===== src/rtl/baft_pkg.sv =====
// Shared types and codes for the bitmap block allocator with file table.
package baft_pkg;

	// request codes
	localparam logic [1:0] OP_CREATE = 2'd0;
	localparam logic [1:0] OP_DELETE = 2'd1;
	localparam logic [1:0] OP_LIST   = 2'd2;
	localparam logic [1:0] OP_NOP    = 2'd3;

	// result status codes
	localparam logic [2:0] ST_OK         = 3'd0;
	localparam logic [2:0] ST_TABLE_FULL = 3'd1;
	localparam logic [2:0] ST_DISK_FULL  = 3'd2;
	localparam logic [2:0] ST_NOT_FOUND  = 3'd3;
	localparam logic [2:0] ST_EMPTY      = 3'd4;

	// payload widths
	localparam int NAME_W   = 64;
	localparam int SIZE_W   = 32;
	localparam int SLOT_W   = 4;
	localparam int BLOCK_W  = 5;

	// a list request gives at most this many beats
	localparam int MAX_RESULTS = 16;
	localparam int CNT_W       = $clog2(MAX_RESULTS);

	// broadcast commands to the row of slot cells
	typedef struct packed {
		logic create;     // write the lowest free slot
		logic remove;     // drop the lowest matching slot
		logic list_load;  // snapshot valid marks into the pending marks
		logic list_step;  // retire the lowest pending mark
	} baft_cmd_t;

	// per-cell flags back to the controller
	typedef struct packed {
		logic grant_free;
		logic grant_hit;
		logic pick;
	} baft_lane_t;

endpackage


===== src/rtl/baft_slot_cell.sv =====
// One file table slot: entry storage plus its links in the priority chains.
module baft_slot_cell import baft_pkg::*; #(
	parameter int BW = 5
) (
	input  logic              clk,
	input  logic              arst_n,
	input  baft_cmd_t         cmd,
	input  logic [NAME_W-1:0] key,
	input  logic [SIZE_W-1:0] size,
	input  logic [BW-1:0]     blk,
	input  logic              free_in,
	output logic              free_out,
	input  logic              hit_in,
	output logic              hit_out,
	input  logic              pend_in,
	output logic              pend_out,
	input  logic              twice_in,
	output logic              twice_out,
	output baft_lane_t        lane,
	output logic [NAME_W-1:0] cell_name,
	output logic [BW-1:0]     cell_start,
	output logic [SIZE_W-1:0] cell_size
);

	logic              valid_q;
	logic              pend_q;
	logic [NAME_W-1:0] name_q;
	logic [BW-1:0]     start_q;
	logic [SIZE_W-1:0] size_q;
	logic              match;

	assign match           = valid_q && (name_q == key);
	assign lane.grant_free = !valid_q && !free_in;
	assign lane.grant_hit  = match && !hit_in;
	assign lane.pick       = pend_q && !pend_in;
	assign free_out        = free_in || !valid_q;
	assign hit_out         = hit_in || match;
	assign pend_out        = pend_in || pend_q;
	// a second pending mark seen further along the row
	assign twice_out       = twice_in || (pend_q && pend_in);

	assign cell_name  = name_q;
	assign cell_start = start_q;
	assign cell_size  = size_q;

	always_ff @(posedge clk or negedge arst_n) begin
		if (!arst_n) begin
			valid_q <= 1'b0;
			pend_q  <= 1'b0;
		end else begin
			if (cmd.create && lane.grant_free) begin
				valid_q <= 1'b1;
			end else if (cmd.remove && lane.grant_hit) begin
				valid_q <= 1'b0;
			end
			if (cmd.list_load) begin
				pend_q <= valid_q;
			end else if (cmd.list_step && lane.pick) begin
				pend_q <= 1'b0;
			end
		end
	end

	always_ff @(posedge clk) begin
		if (cmd.create && lane.grant_free) begin
			name_q  <= key;
			start_q <= blk;
			size_q  <= size;
		end
	end

endmodule


===== src/rtl/baft_block_cell.sv =====
// One disk block: used mark and its link in the lowest-free chain.
module baft_block_cell (
	input  logic clk,
	input  logic arst_n,
	input  logic alloc,
	input  logic release_blk,
	input  logic free_in,
	output logic free_out,
	output logic grant
);

	logic used_q;

	assign grant    = !used_q && !free_in;
	assign free_out = free_in || !used_q;

	always_ff @(posedge clk or negedge arst_n) begin
		if (!arst_n) begin
			used_q <= 1'b0;
		end else if (alloc && grant) begin
			used_q <= 1'b1;
		end else if (release_blk) begin
			used_q <= 1'b0;
		end
	end

endmodule


===== src/rtl/bitmap_block_allocator_file_table.sv =====
// Top level: free-block bitmap allocator with a small file table.
//
// Usage
//   A request beat is taken at a rising edge where start is high and busy is
//   low: operation, name_key and file_size are sampled there. Only the low
//   NAME_BYTES bytes of name_key are kept and compared.
//   Results leave as beats on status, slot_index, block_index, entry_name,
//   entry_size and last, each marked by valid for exactly one cycle. There
//   is no back-pressure: the receiver must take every beat as it comes.
// Sequencing
//   Create and delete: the request edge starts an execute cycle; the result
//   beat follows in the next cycle, and busy is already low then, so a new
//   request can be taken as the beat shows. List: one beat per cycle, one per
//   valid slot (at most 16, or a single empty beat); busy stays high until
//   the final beat is produced, and the next request is taken after the list.
//   The pace is set by the row of slot cells: each cycle
//   the priority chains through the row resolve one grant (lowest free slot,
//   lowest matching name, or lowest pending entry while listing), and the
//   block bitmap chain resolves the lowest free block.
//   Operation code 3 is taken and dropped: no beat, no change.
// Reset
//   arst_n clears every block mark, every slot valid mark and the
//   controller; slot contents are left as they are until written.
module bitmap_block_allocator_file_table import baft_pkg::*; #(
	parameter int FILE_SLOTS  = 16,
	parameter int DISK_BLOCKS = 32,
	parameter int NAME_BYTES  = 8
) (
	input  logic               clk,
	input  logic               arst_n,
	input  logic               start,
	output logic               busy,
	input  logic [1:0]         operation,
	input  logic [NAME_W-1:0]  name_key,
	input  logic [SIZE_W-1:0]  file_size,
	output logic               valid,
	output logic [2:0]         status,
	output logic [SLOT_W-1:0]  slot_index,
	output logic [BLOCK_W-1:0] block_index,
	output logic [NAME_W-1:0]  entry_name,
	output logic [SIZE_W-1:0]  entry_size,
	output logic               last
);

	localparam int SW  = (FILE_SLOTS > 1) ? $clog2(FILE_SLOTS) : 1;
	localparam int BW  = (DISK_BLOCKS > 1) ? $clog2(DISK_BLOCKS) : 1;
	localparam int SWX = (SW > SLOT_W) ? SW : SLOT_W;
	localparam int BWX = (BW > BLOCK_W) ? BW : BLOCK_W;
	localparam logic [NAME_W-1:0] KEY_MASK = (NAME_BYTES >= 8) ? {NAME_W{1'b1}} :
		((NAME_W'(1) << (NAME_BYTES * 8)) - NAME_W'(1));

	// request register and controller
	logic              busy_q;
	logic [1:0]        op_q;
	logic [NAME_W-1:0] key_q;
	logic [SIZE_W-1:0] size_q;
	logic [CNT_W-1:0]  n_q;
	logic              accept;

	// result registers
	logic               valid_q;
	logic [2:0]         status_q;
	logic [SLOT_W-1:0]  slot_q;
	logic [BLOCK_W-1:0] block_q;
	logic [NAME_W-1:0]  name_q;
	logic [SIZE_W-1:0]  size_out_q;
	logic               last_q;

	// slot row
	baft_cmd_t         cmd;
	baft_lane_t        lane [FILE_SLOTS];
	logic [NAME_W-1:0] lane_name [FILE_SLOTS];
	logic [BW-1:0]     lane_start [FILE_SLOTS];
	logic [SIZE_W-1:0] lane_size [FILE_SLOTS];
	logic [FILE_SLOTS:0] free_c, hit_c, pend_c, twice_c;
	logic [FILE_SLOTS-1:0] grant_free_v, sel_v;

	// block row
	logic [DISK_BLOCKS:0]   bfree_c;
	logic [DISK_BLOCKS-1:0] bgrant_v, brelease_v;
	logic                   alloc;

	// selections
	logic [SWX-1:0]    free_idx_x, sel_idx_x;
	logic [BWX-1:0]    blk_idx_x;
	logic [NAME_W-1:0] sel_name;
	logic [BW-1:0]     sel_start;
	logic [SIZE_W-1:0] sel_size;
	logic [BWX-1:0]    sel_start_x;
	logic              free_any, hit_any, pend_any, more_pend, blk_any, is_list;

	// result of this execute cycle
	logic               res_done;
	logic [2:0]         res_status;
	logic [SLOT_W-1:0]  res_slot;
	logic [BLOCK_W-1:0] res_block;
	logic [NAME_W-1:0]  res_name;
	logic [SIZE_W-1:0]  res_size;
	logic               res_last;

	assign accept = start && !busy_q;

	assign free_c[0]  = 1'b0;
	assign hit_c[0]   = 1'b0;
	assign pend_c[0]  = 1'b0;
	assign twice_c[0] = 1'b0;

	for (genvar i = 0; i < FILE_SLOTS; i++) begin : g_slot
		baft_slot_cell #(.BW(BW)) u_cell (
			.clk        (clk),
			.arst_n     (arst_n),
			.cmd        (cmd),
			.key        (key_q),
			.size       (size_q),
			.blk        (blk_idx_x[BW-1:0]),
			.free_in    (free_c[i]),
			.free_out   (free_c[i+1]),
			.hit_in     (hit_c[i]),
			.hit_out    (hit_c[i+1]),
			.pend_in    (pend_c[i]),
			.pend_out   (pend_c[i+1]),
			.twice_in   (twice_c[i]),
			.twice_out  (twice_c[i+1]),
			.lane       (lane[i]),
			.cell_name  (lane_name[i]),
			.cell_start (lane_start[i]),
			.cell_size  (lane_size[i])
		);
		assign grant_free_v[i] = lane[i].grant_free;
		assign sel_v[i]        = is_list ? lane[i].pick : lane[i].grant_hit;
	end

	assign bfree_c[0] = 1'b0;

	for (genvar j = 0; j < DISK_BLOCKS; j++) begin : g_block
		baft_block_cell u_blk (
			.clk         (clk),
			.arst_n      (arst_n),
			.alloc       (alloc),
			.release_blk (brelease_v[j]),
			.free_in     (bfree_c[j]),
			.free_out    (bfree_c[j+1]),
			.grant       (bgrant_v[j])
		);
		assign brelease_v[j] = cmd.remove && (sel_start == BW'(j));
	end

	assign free_any  = free_c[FILE_SLOTS];
	assign hit_any   = hit_c[FILE_SLOTS];
	assign pend_any  = pend_c[FILE_SLOTS];
	assign more_pend = twice_c[FILE_SLOTS];
	assign blk_any   = bfree_c[DISK_BLOCKS];
	assign is_list   = (op_q == OP_LIST);

	assign cmd.create    = busy_q && (op_q == OP_CREATE) && free_any && blk_any;
	assign cmd.remove    = busy_q && (op_q == OP_DELETE) && hit_any;
	assign cmd.list_load = accept && (operation == OP_LIST);
	assign cmd.list_step = busy_q && is_list && pend_any;
	assign alloc         = cmd.create;

	// one-hot grants to indices and entry data
	always_comb begin
		free_idx_x = '0;
		sel_idx_x  = '0;
		sel_name   = '0;
		sel_start  = '0;
		sel_size   = '0;
		for (int i = 0; i < FILE_SLOTS; i++) begin
			if (grant_free_v[i]) begin
				free_idx_x = free_idx_x | SWX'(i);
			end
			if (sel_v[i]) begin
				sel_idx_x = sel_idx_x | SWX'(i);
				sel_name  = sel_name | lane_name[i];
				sel_start = sel_start | lane_start[i];
				sel_size  = sel_size | lane_size[i];
			end
		end
	end

	always_comb begin
		blk_idx_x = '0;
		for (int j = 0; j < DISK_BLOCKS; j++) begin
			if (bgrant_v[j]) begin
				blk_idx_x = blk_idx_x | BWX'(j);
			end
		end
	end

	assign sel_start_x = BWX'(sel_start);

	// result of the current execute cycle
	always_comb begin
		res_done   = 1'b1;
		res_status = ST_OK;
		res_slot   = '0;
		res_block  = '0;
		res_name   = '0;
		res_size   = '0;
		res_last   = 1'b1;
		case (op_q)
			OP_CREATE: begin
				if (!free_any) begin
					res_status = ST_TABLE_FULL;
				end else if (!blk_any) begin
					res_status = ST_DISK_FULL;
				end else begin
					res_slot  = free_idx_x[SLOT_W-1:0];
					res_block = blk_idx_x[BLOCK_W-1:0];
					res_name  = key_q;
					res_size  = size_q;
				end
			end
			OP_DELETE: begin
				if (!hit_any) begin
					res_status = ST_NOT_FOUND;
				end else begin
					res_slot  = sel_idx_x[SLOT_W-1:0];
					res_block = sel_start_x[BLOCK_W-1:0];
					res_name  = sel_name;
					res_size  = sel_size;
				end
			end
			OP_LIST: begin
				if (!pend_any) begin
					res_status = ST_EMPTY;
				end else begin
					res_slot  = sel_idx_x[SLOT_W-1:0];
					res_block = sel_start_x[BLOCK_W-1:0];
					res_name  = sel_name;
					res_size  = sel_size;
					res_last  = !more_pend || (n_q == CNT_W'(MAX_RESULTS - 1));
					res_done  = res_last;
				end
			end
			default: begin
				res_done = 1'b1;
			end
		endcase
	end

	always_ff @(posedge clk or negedge arst_n) begin
		if (!arst_n) begin
			busy_q  <= 1'b0;
			valid_q <= 1'b0;
			n_q     <= '0;
		end else begin
			valid_q <= busy_q;
			if (busy_q) begin
				busy_q <= !res_done;
				n_q    <= n_q + CNT_W'(1);
			end else if (accept && (operation != OP_NOP)) begin
				busy_q <= 1'b1;
				n_q    <= '0;
			end
		end
	end

	always_ff @(posedge clk) begin
		if (accept) begin
			op_q   <= operation;
			key_q  <= name_key & KEY_MASK;
			size_q <= file_size;
		end
		if (busy_q) begin
			status_q   <= res_status;
			slot_q     <= res_slot;
			block_q    <= res_block;
			name_q     <= res_name;
			size_out_q <= res_size;
			last_q     <= res_last;
		end
	end

	assign busy        = busy_q;
	assign valid       = valid_q;
	assign status      = status_q;
	assign slot_index  = slot_q;
	assign block_index = block_q;
	assign entry_name  = name_q;
	assign entry_size  = size_out_q;
	assign last        = last_q;

	// a result beat only ever follows an execute cycle
	a_valid_after_exec: assert property (@(posedge clk) disable iff (!arst_n)
		valid_q |-> $past(busy_q))
		else $error("result beat without execute cycle");

	// at most one cell granted on each of the three chains
	a_grant_onehot: assert property (@(posedge clk) disable iff (!arst_n)
		$onehot0(grant_free_v) && $onehot0(sel_v) && $onehot0(bgrant_v))
		else $error("priority chain granted more than one cell");

	// create and delete never keep the block busy past their execute cycle
	a_single_exec: assert property (@(posedge clk) disable iff (!arst_n)
		(busy_q && !is_list) |=> !busy_q)
		else $error("create or delete held the block busy");

	// the controller leaves busy only on a final beat
	a_last_ends: assert property (@(posedge clk) disable iff (!arst_n)
		(busy_q && !res_last) |=> busy_q)
		else $error("busy dropped before the final beat");

endmodule

===== config.mk =====
export PLATFORM = sky130hd
export DESIGN_NAME = bitmap_block_allocator_file_table
export DESIGN_NICKNAME = d
export VERILOG_FILES = /design/src/rtl/baft_pkg.sv /design/src/rtl/baft_slot_cell.sv /design/src/rtl/baft_block_cell.sv /design/src/rtl/bitmap_block_allocator_file_table.sv
export SDC_FILE = /design/constraint.sdc
export NUM_CORES = 2
export LEC_CHECK = 0
export ABC_AREA = 0
export BUFFER_PORTS_ARGS = -buffer_cell sky130_fd_sc_hd__buf_4
export CORE_MARGIN = 2
export CORE_UTILIZATION = 45
export DETAILED_ROUTE_END_ITERATION = 6
export GPL_TIMING_DRIVEN = 0
export PLACE_DENSITY_LB_ADDON = 0.08
export SETUP_SLACK_MARGIN = 0.1
export SLEW_MARGIN = 30
export SYNTH_ARGS = -nofsm -noshare
export SYNTH_HDL_FRONTEND = slang
export SYNTH_SLANG_ARGS = --single-unit

===== constraint.sdc =====
create_clock -name clk -period 21.6 [get_ports clk]
set_input_delay 4.32 -clock clk [delete_from_list [all_inputs] [get_ports clk]]
set_output_delay 4.32 -clock clk [all_outputs]
set_load 0.02 [all_outputs]

[Yosys cells after proc, flatten, opt, wreduce, memory -nomap -nowiden]
Cells that the tools add are included.
Word-level totals
  flip-flop bits (word level): 1893
  logic and storage cells: 1110
  bits of input ports: 101
  output and inout port bits: 111
Operators by class
  bitwise logic cells: 45
  muxes and demuxes: 376
  equal/unequal tests: 52
  reduce and logical (&&, ||, !) cells: 512
  add/sub/neg operators: 1
Operators with widths (count)
  64-bit two-way mux: 25
  64-bit == test: 16
  64-bit bitwise OR: 15
  32-bit two-way mux: 25
  32-bit bitwise OR: 15
  1-bit logical AND: 229
  1-bit two-way mux: 217
  5-bit two-way mux: 41
  64-bit one-hot mux with 3 select lines: 1
  4-bit two-way mux: 36
  2-bit nonzero test: 65
  1-bit logical NOT: 125
  32-bit one-hot mux with 3 select lines: 1
  1-bit logical OR: 91
  5-bit == test (second input constant): 16
  5-bit bitwise OR: 15
  3-bit two-way mux: 19
  5-bit by 4-bit == test with 1-bit output (second input constant): 8
  5-bit by 3-bit == test with 1-bit output (second input constant): 4
  2-bit two-way mux: 8
  5-bit one-hot mux with 3 select lines: 1
  4-bit one-hot mux with 3 select lines: 1
  5-bit by 2-bit == test with 1-bit output (second input constant): 2
  3-bit one-hot mux with 3 select lines: 1
  other kinds (8): 9

[Depth between registers and ports, before layout]
  word-level depth: 40
  gate-level depth with buffers: 19
  gate-level depth less buffers: 13

[By module]
Synthesis repeated with hierarchy kept, for this count alone.
Second synthesis, totals
  cells, all modules: 5777
  area, all modules: 85154.2 µm²
By module, submodules not included
  baft_slot_cell: seq. area each 3083.0 µm², area each 4126.5 µm², cells each 246, instances 16
  bitmap_block_allocator_file_table: seq. area each 6366.1 µm², area each 17529.3 µm², cells each 1681, instances 1
  baft_block_cell: seq. area each 25.0 µm², area each 50.0 µm², cells each 5, instances 32

[Worst setup path before layout]
OpenSTA, ideal clock, no wires.
  kind: register to register
  start point: register busy_q, in the netlist busy
  end point: register g_slot[11].u_cell.name_q[0], enable pin
  path slack: 10.869 ns
  arrival time: 10.044 ns
  period minus slack after synthesis: 10.731 ns
  setup time: 0.687 ns
  stages on the path, launching flop included: 4
  data required time: 20.913 ns
  buffers on the path: 1
  cell sequence: dfrtp_1 -> clkbuf_1 -> nand2_1 -> nor3_1
Between the ends
  cells in the longest elaborated chain, start to end: 4
RTL lines
  start, declared: line bitmap_block_allocator_file_table.sv:53  | logic busy_q;
  start signal, assigned: line bitmap_block_allocator_file_table.sv:250  | busy_q <= !res_done;
  1-bit logical AND (3 in a row): line bitmap_block_allocator_file_table.sv:155  | assign cmd.create = busy_q && (op_q == OP_CREATE) && free_any && blk_any;
  1-bit logical AND: line baft_slot_cell.sv:65  | if (cmd.create && lane.grant_free) begin
  end signal, assigned: line baft_slot_cell.sv:66  | name_q <= key;
  end, declared: line baft_slot_cell.sv:27  | logic [NAME_W-1:0] name_q;
No other way between the ends.
A chain may end at the register's enable or synchronous reset.

[Worst setup path in the final report]
  start point: register key_q[31]
  end point: register name_q[63], in the netlist entry_name[63], data pin
Between the ends
  cells in the longest elaborated chain, start to end: 37
  elaborated cells between the ends (all ways): 129
  those cells by class: eq/ne: 16; mux: 37; bitwise: 15; reduce/logical: 61
RTL lines
  start, declared: line bitmap_block_allocator_file_table.sv:55  | logic [NAME_W-1:0] key_q;
  start signal, assigned: line bitmap_block_allocator_file_table.sv:262  | key_q <= name_key & KEY_MASK;
  64-bit == test: line baft_slot_cell.sv:32  | assign match = valid_q && (name_q == key);
  1-bit logical AND: line baft_slot_cell.sv:32
  1-bit two-way mux or 1-bit logical NOT (tied branches): line bitmap_block_allocator_file_table.sv:130, baft_slot_cell.sv:34
  64-bit two-way mux or 1-bit logical AND (tied branches): line bitmap_block_allocator_file_table.sv:172, baft_slot_cell.sv:34
  64-bit bitwise OR or 1-bit two-way mux (tied branches): line bitmap_block_allocator_file_table.sv:174, bitmap_block_allocator_file_table.sv:130
  64-bit two-way mux: line bitmap_block_allocator_file_table.sv:172  | if (sel_v[i]) begin
  64-bit bitwise OR: line bitmap_block_allocator_file_table.sv:174  | sel_name = sel_name | lane_name[i];
  64-bit two-way mux: line bitmap_block_allocator_file_table.sv:172
  [22 not listed]
  64-bit bitwise OR: line bitmap_block_allocator_file_table.sv:174
  64-bit two-way mux: line bitmap_block_allocator_file_table.sv:172
  64-bit bitwise OR: line bitmap_block_allocator_file_table.sv:174
  64-bit two-way mux: line bitmap_block_allocator_file_table.sv:172
  64-bit two-way mux (on tied branches): line bitmap_block_allocator_file_table.sv:225, bitmap_block_allocator_file_table.sv:215
  64-bit two-way mux: line bitmap_block_allocator_file_table.sv:201  | case (op_q)
  64-bit one-hot mux with 3 select lines (*): line bitmap_block_allocator_file_table.sv:201
  named net res_name[63]: line bitmap_block_allocator_file_table.sv:97  | logic [NAME_W-1:0] res_name;
  end signal, assigned: line bitmap_block_allocator_file_table.sv:269  | name_q <= res_name;
  end, declared: line bitmap_block_allocator_file_table.sv:65  | logic [NAME_W-1:0] name_q;
Mark *: on every way through the listed nets, which the timed path passes. The rest lies on a longest branch. The select of a mux whose other input is x is not followed.

==> summary.md <==
| Metric | Value |
|---|---|
| Simple-gate portion of the synthesized area | `8.84%` |
| Crit-path most repeated cell | `clkbuf_1` |
| Total power | `approximately 11 mW` |
| Placer Congestion | `1.16` |
| Die X | `~430 um` |
| Initial Util | `between 40% and 50%` |
| Post-synth ARST share | `around 3.7%` |
| Synth warn | `0` |
| Xor and xnor area share after synthesis | `between 8 and 9%` |
| CP max-delay cell | `nand4_1` |
| Final hold violations | `0` |
| Tcrit/Tclk final | `47.8%` |
| R2R Setup Slk | `11290 ps` |
| Clock Skews | `around 47 ps` |
| Synth Area in Compound Gates | `11.6%` |
| Hold Crit Start | `g_block[28].u_blk.used_q` |
| Vias in the first global route | `~59000` |
| Port buffer count | `211` |
| Startpoint Class | `flop` |
| Max-slew headroom | `a little under a fifth` |
| Slew @ Worst Pin | `between 1000 and 1500 ps` |
| Max Clk Rate | `97.0 MHz` |
| CP Cell Sequence | `buf_8 > clkbuf_1 > buf_2 > xnor2_1 > nand4_1 > nor4_1 > nand4_1 > o21ai_0 > nor2_1 > or2_2 > clkbuf_1 > clkbuf_1 > clkbuf_2 > a222oi_1 > nand3_1 > a221oi_1 > nand3_1 > a211oi_1 > o22ai_1` |
| HPWL Detailed | `roughly 360 mm` |
| Post-synth EDFFs | `1823` |
| Grt ovf | `0` |
| Antenna violations before repair | `36` |
| I/O pins | `212` |
| Max H-tree Level | `4` |
| Clk root buf | `clkbuf_16` |
| Drc violations | `26` |
| Syn avg cell area | `between 10 and 15 um2` |
| Worst hold slack | `approximately 470 ps` |
| Nets | `between 6000 and 7000` |
| Post-Syn Area | `between 0.08 and 0.09 mm2` |
| Final Max Slew Viols | `0` |
| Post-CTS Setup Repair Bufs | `0` |
| Synth Register Bits | `1893` |
| CORE AREA | `roughly 0.18 mm2` |
| 1st-iter DRT viols | `approximately 15000` |
| Proportion of synthesized area in mux cells | `0.0274%` |
| Post-CTS Hold Fix Bufs | `0` |
| WL final | `458 mm` |
| LEAKAGE | `around 32 nW` |
| Worst IR Drop VDD | `between 80 and 90 uV` |
| DIE HEIGHT | `431 um` |
| First-pass GRT wire length | `584 mm` |
| Synth Flop Type | `edfxtp_1` |
| TritonRoute pass-1 iters | `7` |
| Maxcap violations | `0` |
| Slowest Stage Delay on Critical Path | `840 ps` |
| Worst hold path class | `flop to flop` |
| Critical path class | `flop to flop` |
| Filler cells | `between 15000 and 20000` |
| Post-synth cell types | `84` |
| P per Cell Area | `~110 mW/mm2` |
| Failing checks | `DRC` |
| TritonCTS clock tree | `yes` |
| Largest family of logic cells by synthesized area | `compound AO/OA/AOI/OAI gates` |
| Total vias in the final route | `~65000` |
| Clock buffer depth | `3` |
| Clock buffer count from CTS | `about 200` |
| Final Util | `roughly 54%` |
| Largest net degree at the start of global routing | `a little over 70` |
| Status | `complete, but fails checks` |
| Clock transition at path regs | `around 60 ps` |
| R2r startpoint | `key_q[31]` |
| Post-CTS sizing | `0` |
| Die area | `0.186 mm2` |
| Layout cell share with drive strength beyond 1 | `around 17%` |
| RSZ-0062 raised after global routing | `no` |
| Register area share after synthesis | `roughly 70%` |
| Worst path arrival time | `between 10000 and 15000 ps` |
| CP max FO | `13` |
| Adder-Cell Fraction of Synth Area | `less than 1%` |
| Insertion delay to the later sink of the worst-skew pair | `910 ps` |
| Total GRT Usage | `48.6%` |
| Row Count | `around 160` |
| Vias per cell | `7.30` |
| CP Launch Point | `key_q[31]` |
| CP endpoint kind | `flop` |
| Antenna Violating Nets Remaining | `0` |
| Clock tree sinks | `between 1500 and 2000` |
| Required time worst endpoint | `roughly 22000 ps` |
| P&R area growth vs syn | `19.5%` |
| Finish-stage setup viols | `0` |
| Syn nets | `5808` |
| Mapped Cells | `approximately 5700` |
| Avg WL per Cell | `just over 50 um` |
| Fin crit period | `approximately 10000 ps` |
==> state kept, by name (all words and copies together), names as in the netlist <==
register                  cells
block_index                   5
busy                          1
entry_name                   64
entry_size                   32
g_block.u_blk.used_q         32
g_slot.u_cell.cell_name    1024
g_slot.u_cell.cell_size     512
g_slot.u_cell.cell_start     80
g_slot.u_cell.pend_q         16
g_slot.u_cell.valid_q        16
key_q                        64
last                          1
n_q                           4
op_q                          2
size_q                       32
slot_index                    4
status                        3
valid                         1
==> worst max-delay path: cells and delay by family, from the launching register on <==
| kind | cells | cell delay (ps) |
|---|---|---|
| AO/OA/AOI/OAI | 5 | 2780 |
| XOR/XNOR | 1 | 510 |
| AND/OR/NAND/NOR | 7 | 3050 |
| buffers and inverters | 6 | 3000 |
| flip-flops | 1 | 610 |
==> synth_stat cells, types with 41 or more instances <==
cell type | count | area [um2]
nand4_1 | 210 | 1310
nand2_1 | 291 | 1090
inv_1 | 119 | 447
o22ai_1 | 96 | 601
xnor2_1 | 512 | 4480
a22oi_1 | 253 | 1900
a221oi_1 | 106 | 928
xor2_1 | 260 | 2280
nand2b_1 | 172 | 1080
a222oi_1 | 182 | 1820
a21oi_1 | 41 | 205
a211oi_1 | 91 | 683
o2111ai_1 | 49 | 429
buf_2 | 118 | 591
nand3_1 | 217 | 1090
o21ai_0 | 99 | 495
clkbuf_1 | 205 | 769
a22o_1 | 105 | 920
nor2_1 | 87 | 327
edfxtp_1 | 1823 | 54700
dfrtp_1 | 70 | 1750
nor3_1 | 51 | 255
nor4_1 | 122 | 763
==> cell usage in the layout (no fill, tap or decap), types with 20 or more instances in the layout <==
cell type | Yosys | layout
a211oi_1 | 91 | 91
inv_1 | 119 | 118
bufinv_16 | 0 | 31
a22o_1 | 105 | 105
nand2_1 | 291 | 291
nand3_1 | 217 | 217
a222oi_1 | 182 | 182
nand2b_1 | 172 | 172
clkinv_2 | 0 | 37
edfxtp_1 | 1823 | 1823
a21o_1 | 20 | 20
buf_16 | 0 | 91
buf_6 | 2 | 26
a221oi_1 | 106 | 105
nor4_1 | 122 | 111
buf_4 | 2 | 308
clkbuf_1 | 205 | 136
clkbuf_16 | 0 | 203
clkbuf_2 | 1 | 98
or4_1 | 23 | 23
a22oi_1 | 253 | 253
nand4_1 | 210 | 210
nor2b_1 | 38 | 36
buf_2 | 118 | 144
xnor2_1 | 512 | 497
dfrtp_1 | 70 | 69
xor2_1 | 260 | 255
clkinv_1 | 0 | 55
nor3_1 | 51 | 44
buf_8 | 0 | 26
and3_1 | 34 | 34
o2bb2ai_1 | 27 | 27
o2111ai_1 | 49 | 49
nor2_1 | 87 | 74
o22ai_1 | 96 | 95
o21ai_1 | 35 | 34
o21ai_0 | 99 | 99
a21oi_1 | 41 | 40
==> cell type report <==
cell class	count	area (um2)	area share (%)
timing repair buffer	457	5540	5.64
antenna	18	45.0	0.0459
clock inverter	145	1730	1.77
multi-input combinational	3331	24100	24.5
inverter	124	468	0.477
buffer	358	1660	1.69
tap	2370	2970	3.02
sequential	1893	56500	57.6
clock buffer	229	5180	5.27
==> report_power, final <==
group | switching, mW | total, mW | internal [mW]
sequential | 0.288 | 4.69 | 4.40
combinational | 1.77 | 2.38 | 0.608
clock | 1.59 | 3.69 | 2.10
==> through the flow <==
stage,cell area (um2),std cells,setup TNS (ps),setup slack (ps)
2_1_floorplan,82100,5706,0,10870
6_report,98200,8925,0,11290
4_1_cts,97700,8887,0,11990
3_3_place_gp,86700,8287,-14850,-186
3_5_place_dp,90800,8513,0,12050
5_1_grt,98100,8908,0,11590
==> routing by layer <==
layer / track usage (%) / wire length [um]
met1: 62.1 / 161000
met2: 64.9 / 180000
met3: 20.9 / 72700
met4: 36.9 / 44500
met5: 0 / 187
==> worst paths after layout <==
path	to	depth (start not counted)
worst max register to register	entry_name[63]	19
max in group asynchronous	busy	1
min in group asynchronous	valid	1
worst max-delay path	entry_name[63]	19
worst min register to register	g_block[28].u_blk.used_q	1
worst min-delay path	g_block[28].u_blk.used_q	1
==> kinds of logic (layout without fill, tap and decap cells) <==
kind of cell | Yosys count | in the layout
AOI/OAI and AO/OA | 1220 | 1220
xor gates and xnor gates | 772 | 772
adders and majority gates | 5 | 5
buffers and inverters | 482 | 1313
DFF | 1893 | 1893
muxes | 2 | 2
other | 0 | 18
and+or+nand+nor | 1332 | 1332
Power figures use the tool's default switching activity.
